==> config.mk <==
export PLATFORM = sky130hd
export DESIGN_NAME = epoch_reclaim_metadata_slot_core
export DESIGN_NICKNAME = d
export VERILOG_FILES = /design/src/hw/rtl/erms_pkg.sv /design/src/hw/rtl/erms_ring_mem.sv /design/src/hw/rtl/epoch_reclaim_metadata_slot_core.sv
export SDC_FILE = /design/constraint.sdc
export NUM_CORES = 2
export LEC_CHECK = 0
export ABC_AREA = 1
export BUFFER_PORTS_ARGS = -buffer_cell sky130_fd_sc_hd__buf_2
export CAP_MARGIN = 20
export CORE_ASPECT_RATIO = 0.7
export CORE_MARGIN = 2
export CORE_UTILIZATION = 30
export DETAILED_ROUTE_END_ITERATION = 7
export GPL_ROUTABILITY_DRIVEN = 0
export PLACE_DENSITY = 0.47
export SKIP_CTS_REPAIR_TIMING = 1
export SYNTH_ARGS = -nofsm -noshare
export SYNTH_HDL_FRONTEND = slang
export SYNTH_SLANG_ARGS = --single-unit
export TNS_END_PERCENT = 30
==> constraint.sdc <==
create_clock -name clk_i -period 5.4 [get_ports clk_i]
set_input_delay 0.54 -clock clk_i [delete_from_list [all_inputs] [get_ports clk_i]]
set_output_delay 0.54 -clock clk_i [all_outputs]
set_load 0.02 [all_outputs]
==> src/hw/rtl/erms_pkg.sv <==
// Shared constants and codes for the epoch reclaim metadata slot.
// No dependencies.
package erms_pkg;

  localparam int unsigned MaxReadersDef = 16;
  localparam int unsigned RingDepthDef  = 32;
  localparam int unsigned Epochs        = 3;

  localparam logic [1:0]  EpochInactive = 2'd3;
  localparam logic [15:0] NoOwner       = 16'hFFFF;

  typedef enum logic [2:0] {
    ModePublish = 3'd0,
    ModeEnter   = 3'd1,
    ModeLeave   = 3'd2,
    ModeSnap    = 3'd3,
    ModeRetire  = 3'd4,
    ModeReclaim = 3'd5
  } mode_e;

  typedef enum logic [2:0] {
    StOk       = 3'd0,
    StBadRdr   = 3'd1,
    StStale    = 3'd2,
    StFull     = 3'd3,
    StBlocked  = 3'd4,
    StReclaim  = 3'd5
  } status_e;

  localparam logic [0:0] CfgActiveReaders = 1'd0;
  localparam logic [0:0] CfgOwnSlot       = 1'd1;

  // Advance an epoch modulo three.
  function automatic logic [1:0] epoch_next(input logic [1:0] e);
    return (e == 2'd2) ? 2'd0 : e + 2'd1;
  endfunction

endpackage

==> src/hw/rtl/erms_ring_mem.sv <==
// Deferred generation store: one synchronous memory holding three rings.
// Depends on erms_pkg.
module erms_ring_mem import erms_pkg::*; #(
  parameter int unsigned RingDepth = RingDepthDef,
  parameter int unsigned AddrW     = $clog2(Epochs * RingDepth)
) (
  input  logic             clk_i,
  input  logic             we_i,
  input  logic [AddrW-1:0] waddr_i,
  input  logic [15:0]      wdata_i,
  input  logic [AddrW-1:0] raddr_i,
  output logic [15:0]      rdata_o
);
  localparam int unsigned Depth = Epochs * RingDepth;

  logic [15:0] mem_q [Depth];
  logic [15:0] rdata_q;

  always_ff @(posedge clk_i) begin
    if (we_i) begin
      mem_q[waddr_i] <= wdata_i;
    end
    rdata_q <= mem_q[raddr_i];
  end

  assign rdata_o = rdata_q;
endmodule

==> src/hw/rtl/epoch_reclaim_metadata_slot_core.sv <==
// Each mode gives one result word per accepted word, except a successful
// try reclaim, which gives one result per deferred item a cycle (up to
// RING_DEPTH) while the output is not stalled, and then its final word;
// the ring memory read port sets that pace. Throughput: one item at a
// time; a waiting result holds off the next input word.
// Reset: epoch 0, all readers inactive, rings empty, record cleared with no
// owner; no clearing pass, the ring memory is guarded by its fill counts.
module epoch_reclaim_metadata_slot_core import erms_pkg::*; #(
  parameter int unsigned MAX_READERS = MaxReadersDef,
  parameter int unsigned RING_DEPTH  = RingDepthDef
) (
  input  logic        clk_i,
  input  logic        rst_ni,
  input  logic        cfg_we_i,
  input  logic        cfg_index_i,
  input  logic [31:0] cfg_data_i,
  input  logic        in_valid_i,
  output logic        in_stall_o,
  input  logic [2:0]  mode_i,
  input  logic [3:0]  reader_i,
  input  logic [31:0] task_state_i,
  input  logic [15:0] generation_i,
  input  logic        alive_i,
  input  logic [31:0] abort_epoch_i,
  input  logic [15:0] lane_i,
  input  logic [15:0] owner_i,
  input  logic [63:0] trace_seq_i,
  input  logic [15:0] expected_generation_i,
  output logic        out_valid_o,
  input  logic        out_stall_i,
  output logic [2:0]  status_o,
  output logic [1:0]  epoch_o,
  output logic [31:0] reclaim_slot_o,
  output logic [15:0] reclaim_generation_o,
  output logic        last_o,
  output logic [31:0] snap_task_state_o,
  output logic [15:0] snap_generation_o,
  output logic        snap_alive_o,
  output logic [31:0] snap_abort_epoch_o,
  output logic [15:0] snap_lane_o,
  output logic [15:0] snap_owner_o,
  output logic [63:0] snap_trace_seq_o
);
  localparam int unsigned CntW  = $clog2(RING_DEPTH + 1);
  localparam int unsigned IdxW  = (RING_DEPTH > 1) ? $clog2(RING_DEPTH) : 1;
  localparam int unsigned AddrW = $clog2(Epochs * RING_DEPTH);
  localparam int unsigned LimW  = $clog2(MAX_READERS + 1);
  localparam int unsigned RidW  = (MAX_READERS > 1) ? $clog2(MAX_READERS) : 1;

  typedef enum logic [1:0] {
    StIdle, StExec, StWalk, StOut
  } fsm_e;

  fsm_e               state_q;
  logic [4:0]         act_q;
  logic [31:0]        slot_q;
  logic [1:0]         gep_q;
  logic [1:0]         rdr_q [MAX_READERS];
  logic [CntW-1:0]    cnt_q [Epochs];
  logic [31:0]        rts_q, rce_q;
  logic [15:0]        rgen_q, rlane_q, rown_q;
  logic               ralive_q;
  logic [63:0]        rseq_q;

  // captured word
  logic [2:0]  m_q;
  logic [3:0]  rd_q;
  logic [15:0] exp_q;

  logic [CntW-1:0] walk_q, wcnt_q;
  logic            rvalid_q;

  // output register
  logic        ov_q;
  logic [2:0]  ost_q;
  logic [1:0]  oep_q;
  logic [31:0] oslot_q;
  logic [15:0] ogen_q;
  logic        olast_q;
  logic        osnap_q;

  logic [LimW-1:0] limit;
  logic            rdr_ok;
  logic [1:0]      nxt_ep;
  logic            blocked;
  logic [AddrW-1:0] waddr, raddr;
  logic [CntW-1:0] rd_idx;
  logic            mem_we;
  logic [15:0]     mem_rd;
  logic            out_free;
  logic            ov_load;

  assign limit = (32'(act_q) > MAX_READERS) ? LimW'(MAX_READERS) : LimW'(act_q);
  assign rdr_ok = (32'(rd_q) < 32'(limit)) && (32'(rd_q) < MAX_READERS);
  assign nxt_ep = epoch_next(gep_q);
  assign out_free = !ov_q || !out_stall_i;
  assign ov_load = ((state_q == StWalk) && rvalid_q && out_free) ||
                   ((state_q == StOut) && out_free);

  always_comb begin
    blocked = 1'b0;
    for (int i = 0; i < MAX_READERS; i++) begin
      if ((i < int'(limit)) && (rdr_q[i] == nxt_ep)) blocked = 1'b1;
    end
  end

  // While a read word waits on a stalled output, step back so the memory
  // re-reads the same entry.
  assign rd_idx = (rvalid_q && !out_free) ? walk_q - 1'b1 : walk_q;
  assign waddr  = AddrW'(32'(gep_q) * RING_DEPTH + 32'(cnt_q[gep_q]));
  assign raddr  = AddrW'(32'(nxt_ep) * RING_DEPTH + 32'(IdxW'(rd_idx)));
  assign mem_we = (state_q == StExec) && (m_q == ModeRetire) && ralive_q &&
                  (rgen_q == exp_q) && (cnt_q[gep_q] < CntW'(RING_DEPTH));

  erms_ring_mem #(.RingDepth(RING_DEPTH), .AddrW(AddrW)) u_ring (
    .clk_i   (clk_i),
    .we_i    (mem_we),
    .waddr_i (waddr),
    .wdata_i (exp_q),
    .raddr_i (raddr),
    .rdata_o (mem_rd)
  );

  // hold input while busy or while a result word still waits
  assign in_stall_o = (state_q != StIdle) || (ov_q && out_stall_i);

  always_ff @(posedge clk_i or negedge rst_ni) begin
    if (!rst_ni) begin
      state_q  <= StIdle;
      act_q    <= 5'd16;
      slot_q   <= '0;
      gep_q    <= '0;
      for (int i = 0; i < MAX_READERS; i++) rdr_q[i] <= EpochInactive;
      for (int i = 0; i < Epochs; i++) cnt_q[i] <= '0;
      rts_q    <= '0;
      rce_q    <= '0;
      rgen_q   <= '0;
      rlane_q  <= '0;
      rown_q   <= NoOwner;
      ralive_q <= 1'b0;
      rseq_q   <= '0;
      ov_q     <= 1'b0;
      rvalid_q <= 1'b0;
      walk_q   <= '0;
      wcnt_q   <= '0;
    end else begin
      if (cfg_we_i) begin
        if (cfg_index_i == CfgActiveReaders) act_q <= cfg_data_i[4:0];
        else slot_q <= cfg_data_i;
      end
      if (ov_load) ov_q <= 1'b1;
      else if (!out_stall_i) ov_q <= 1'b0;
      case (state_q)
        StIdle: begin
          if (in_valid_i && !in_stall_o) begin
            m_q   <= mode_i;
            rd_q  <= reader_i;
            exp_q <= expected_generation_i;
            if (mode_i == ModePublish) begin
              rts_q    <= task_state_i;
              rgen_q   <= generation_i;
              ralive_q <= alive_i;
              rce_q    <= abort_epoch_i;
              rlane_q  <= lane_i;
              rown_q   <= owner_i;
              rseq_q   <= trace_seq_i;
            end
            state_q <= StExec;
          end
        end
        StExec: begin
          // one result word per item, except a clear reclaim which walks
          oep_q   <= gep_q;
          oslot_q <= '0;
          ogen_q  <= '0;
          olast_q <= 1'b1;
          case (m_q)
            ModeEnter, ModeLeave, ModeSnap: begin
              state_q <= StOut;
              if (!rdr_ok) begin
                ost_q   <= StBadRdr;
                osnap_q <= 1'b0;
              end else begin
                rdr_q[RidW'(rd_q)] <= (m_q == ModeEnter) ? gep_q : EpochInactive;
                ost_q   <= StOk;
                osnap_q <= (m_q == ModeSnap);
              end
            end
            ModeRetire: begin
              state_q <= StOut;
              osnap_q <= 1'b0;
              if (!ralive_q || rgen_q != exp_q) ost_q <= StStale;
              else if (cnt_q[gep_q] >= CntW'(RING_DEPTH)) ost_q <= StFull;
              else begin
                ost_q    <= StOk;
                cnt_q[gep_q] <= cnt_q[gep_q] + 1'b1;
                ralive_q <= 1'b0;
                rown_q   <= NoOwner;
              end
            end
            ModeReclaim: begin
              osnap_q <= 1'b0;
              if (blocked) begin
                ost_q   <= StBlocked;
                state_q <= StOut;
              end else begin
                ost_q    <= StOk;
                walk_q   <= '0;
                wcnt_q   <= cnt_q[nxt_ep];
                rvalid_q <= 1'b0;
                state_q  <= StWalk;
              end
            end
            default: begin
              ost_q   <= StOk;
              osnap_q <= 1'b0;
              state_q <= StOut;
            end
          endcase
        end
        StWalk: begin
          // issue read for walk_q, emit data of the previous read
          if (out_free) begin
            if (rvalid_q) begin
              ost_q   <= StReclaim;
              oep_q   <= gep_q;
              oslot_q <= slot_q;
              ogen_q  <= mem_rd;
              olast_q <= 1'b0;
              osnap_q <= 1'b0;
            end
            if (walk_q < wcnt_q) begin
              walk_q   <= walk_q + 1'b1;
              rvalid_q <= 1'b1;
            end else begin
              rvalid_q <= 1'b0;
              if (!rvalid_q) begin
                cnt_q[nxt_ep] <= '0;
                gep_q   <= nxt_ep;
                ost_q   <= StOk;
                oep_q   <= nxt_ep;
                oslot_q <= '0;
                ogen_q  <= '0;
                olast_q <= 1'b1;
                osnap_q <= 1'b0;
                state_q <= StOut;
              end
            end
          end
        end
        StOut: begin
          if (out_free) begin
            state_q <= StIdle;
          end
        end
        default: state_q <= StIdle;
      endcase
    end
  end

  assign out_valid_o          = ov_q;
  assign status_o             = ost_q;
  assign epoch_o              = oep_q;
  assign reclaim_slot_o       = oslot_q;
  assign reclaim_generation_o = ogen_q;
  assign last_o               = olast_q;
  assign snap_task_state_o    = osnap_q ? rts_q : '0;
  assign snap_generation_o    = osnap_q ? rgen_q : '0;
  assign snap_alive_o         = osnap_q ? ralive_q : 1'b0;
  assign snap_abort_epoch_o   = osnap_q ? rce_q : '0;
  assign snap_lane_o          = osnap_q ? rlane_q : '0;
  assign snap_owner_o         = osnap_q ? rown_q : '0;
  assign snap_trace_seq_o     = osnap_q ? rseq_q : '0;
endmodule

==> metrics.md <==
| Metric | Value |
|---|---|
| Status | finished clean |
| Post-synth ARST share | 0.1475 |
| Leakage | 0.03933 uW |
| Slowest CP cell | nor2_1 |
| Cell chain of the critical path | buf_4 > inv_1 > nand2_1 > o21ai_0 > nor2_1 > and3_1 > nand3_1 > nor2_1 > nand3_1 > nor2_1 > nand2_1 > nor2_1 > buf_4 |
| Post-route insts no fill | 11,880 |
| Die Y | 440.9 um |
| DRT Pass-1 Iters | 6 |
| Post-route ant nets | 0 |
| Fraction of layout cells with a size suffix above 1 | 0.1501 |
| DPL Wire Length | between 150,000 and 200,000 um |
| Post-synth EDFFs | roughly 1,600 |
| Worst R2R Path Depth | 13 |
| Initial antenna violation count | 23 |
| Crit path depth | 13 |
| Std-Cell Rows | 160 |
| Number of vias per cell | slightly below 5 |
| Startpoint Class | flop |
| FMAX | 0.2392 GHz |
| Clk_lat worst skew | around 0.85 ns |
| Tightest Hold Check Type | in -> reg |
| GRT overflow | 0 |
| WL/cell | 23.33 um |
| WP buf/inv | 3 |
| Max transition margin | 0.2389 |
| Yosys warns | 0 |
| Nets | ~8,300 |
| Worst hold stages | 3 |
| Reg clk slew, reported paths | 0.06 ns |
| CTS sink cnt | around 1,900 |
| Slew @ Worst Pin | about 1.1 ns |
| Total wire length | 277,300 um |
| Synthesis-to-finish area growth | 18.77% |
| Largest net degree at the start of global routing | around 120 |
| Synthesized netlist cell count | 7,373 |
| Cell repeated most along the worst path | nor2_1 |
| Post-Syn Area | ~82,000 um^2 |
| Critical path class | reg -> reg |
| Power per cell area | 447.5 nW/um^2 |
| Mean post-synth cell area | 11.10 um^2 |
| Synth cell types | about 60 |
| First DRT Iteration DRCs | 6,676 |
| Final setup fails | 0 |
| Root buffer selected by CTS | clkbuf_16 |
| Worst path required time | 5.92 ns |
| VDD IR-drop max | 0.0003669 V |
| Final Skew | 0.03883 ns |
| Total global-route track usage | 0.1915 |
| Post-synthesis sequential area ratio | 0.6834 |
| Fin. Hold Viols | 0 |
| #FFs+latches synth | about 1,900 |
| CP Max Fanout | 42 |
| Cell family with most CP delay | simple AND/OR/NAND/NOR gates |
| Fill count | 27,090 |
| Final worst path period need | 4.181 ns |
| Dpl cells | 11,320 |
| Global-route wire length before repair | around 390,000 um |
| Placeable core area | 271,500 um^2 |
| DIE WIDTH | ~630 um |
| Max Slew Vio Count | 0 |
| Max-cap violations | 0 |
| Via count | ~58,000 |
| Worst-case clock buffer depth | 4 |
| Placed Area | 89,090 um^2 |
| CP max stage delay | 0.69 ns |
| CP Data Arrival Time | around 4.7 ns |
| CTS tree | yes |
| Port-buffer cells | 470 |
| Htree depth | 4 |
| Vias in the first global route | 53,420 |
| Nature of the critical path endpoint | flop |
| Final TNS setup | 0 ns |
| Initial Utilization | 0.3014 |
| Die area | around 280,000 um^2 |
| I/O Pins | ~470 |
| Post-route design area | around 97,000 um^2 |
| Residual DRC count | 0 |
| RSZ-0062 raised after global routing | false |
| Ys flop type | edfxtp_1 |
| Syn_nets | about 7,600 |
| CTS Buf Count | 192 |
| Tcrit/Tclk final | 0.7743 |
## power breakdown
part           internal [uW]  switching, uW
Combinational           3630           8670
Clock                   7180           5810
Sequential             17400            830
## cell families after synthesis
logic type,synth area share
AO/OA/AOI/OAI,0.05974
AND/OR/NAND/NOR,0.1600
buffers and inverters,0.06922
adder cells (fa/ha/maj),0.002600
multiplexers,0.02106
XOR/XNOR,0.004053
flip-flops,0.6834
## layout by cell type (no fill, tap or decap), types with 6 or more instances in the layout
cell type	instances
buf_2	469
o21ai_0	320
clkbuf_1	46
mux2_2	153
clkbuf_16	196
clkinv_2	25
o21ai_1	52
a22o_1	23
dfstp_2	49
nand2_2	8
dfrtp_1	233
nand3b_1	30
buf_12	32
clkinv_1	51
bufinv_16	10
ha_1	17
edfxtp_1	1614
buf_4	218
a21oi_1	70
clkbuf_8	6
diode_2	8
xnor2_1	18
o22ai_1	6
o211ai_1	230
inv_1	964
a21o_1	60
nand3_1	969
xor2_1	12
dlygate4sd3_1	218
nor2_2	10
nor2_1	234
nand2_1	1757
nand4_1	21
or2_2	25
dfxtp_1	16
## routing by layer
layer / vias up / track usage / share of wire
met5: - / 0 / 0.00041
met4: 8 / 0.04116 / 0.019
met3: 305 / 0.05404 / 0.094
met2: 2083 / 0.2664 / 0.42
met1: 28970 / 0.2917 / 0.47
li1: 26410 / - / -
## cell type report
| type | count | area [um^2] | share of cell area |
|---|---|---|---|
| sequential | 1912 | 55900 | 0.5754 |
| multi-input combinational | 4068 | 20350 | 0.2094 |
| timing repair buffer | 939 | 6849 | 0.07049 |
| clock buffer | 248 | 5160 | 0.05310 |
| tap | 3645 | 4561 | 0.04694 |
| inverter | 972 | 3659 | 0.03765 |
| clock inverter | 90 | 665.6 | 0.006851 |
| antenna | 8 | 20.02 | 0.0002060 |
## through the flow
step | setup slack (ns) | util | total power [uW] | hold WS (ns)
after floorplan | 1.480 | - | 25730 | 0.2444
after global placement | 1.060 | 0.3281 | 30500 | 0.4638
after detailed placement | 1.149 | 0.3282 | 30550 | 0.4660
after CTS | 1.129 | 0.3497 | 43570 | -0.2676
after global routing | 0.8745 | 0.3579 | 45530 | 0.002016
final | 1.219 | 0.3579 | 43480 | 0.02808
## worst paths after layout
check | slack [ns] | startpoint | to
worst max register to register | 1.22 | exp_q[5]$_DFFE_PP_ | u_ring.mem_q[93][3]$_DFFE_PP_
max in group asynchronous | 2.48 | rst_ni | rseq_q[62]$_DFFE_PN0P_
min in group asynchronous | 0.34 | rst_ni | slot_q[29]$_DFFE_PN0P_
worst min-delay path | 0.03 | owner_i[9] | rown_q[9]$_DFFE_PN1P_
worst max-delay path | 1.22 | exp_q[5]$_DFFE_PP_ | u_ring.mem_q[93][3]$_DFFE_PP_
worst min register to register | 0.48 | rown_q[9]$_DFFE_PN1P_ | rown_q[9]$_DFFE_PN1P_
## cells in the mapped netlist (2+ instances only)
cell         n  area (um^2)
o21a_1       2        15.01
or2_0        2        12.51
nor2_4       2        22.52
buf_2      261         1306
a21o_1      60        450.4
buf_1       11        41.29
a22oi_1      2        15.01
buf_4       18        135.1
a21boi_0     2        15.01
inv_2        6        22.52
xor2_1      12        105.1
xor2_2       2        32.53
a32oi_1      5        43.79
nand2_1   1761         6610
a221oi_1     3        26.28
dfxtp_1     16        320.3
buf_6        5        56.30
dfrtp_1    233         5831
nor3_1       3        15.01
edfxtp_1  1614        48470
dfstp_2     49         1287
nand3b_1    30        225.2
o31ai_1      4        30.03
o22ai_1      6        37.54
o211ai_1   230         1727
mux2_2     153         1723
ha_1        17        212.7
o21ai_1     52        260.3
or2_2       25        156.4
o21bai_1     2        15.01
clkbuf_1   124        465.5
nand2_2      7        43.79
nor2_2       2        12.51
clkbuf_2     2        10.01
inv_1      965         3622
nor2_1     245        919.6
xnor2_1     19        166.4
nand4_1     21        131.4
a21oi_1     70        350.3
o21ai_0    320         1602
a22o_1      23        201.4
nor3b_1      2        15.01
nand3_1    969         4850
## worst register-to-register path: stages, from the launching register on
cell and delay, ns:
edfxtp_1 0.34, buf_4 0.47, inv_1 0.09, nand2_1 0.08, o21ai_0 0.09, nor2_1 0.12, and3_1 0.21, nand3_1 0.18
nor2_1 0.32, nand3_1 0.17, nor2_1 0.24, nand2_1 0.54, nor2_1 0.71, buf_4 0.31
## flip-flops by register name (all words and copies together) (netlist names), 4 cells and up
name and flops:
act_q 5, cnt_q 18, exp_q 16, rce_q 32, rd_q 4, rdr_q 32
reclaim_generation_o 16, reclaim_slot_o 32, rgen_q 16, rlane_q 16, rown_q 16, rseq_q 64
rts_q 32, slot_q 32, u_ring.mem_q 1536, u_ring.rdata_o 16, walk_q 6, wcnt_q 6
(Power assumes the default switching activity.)
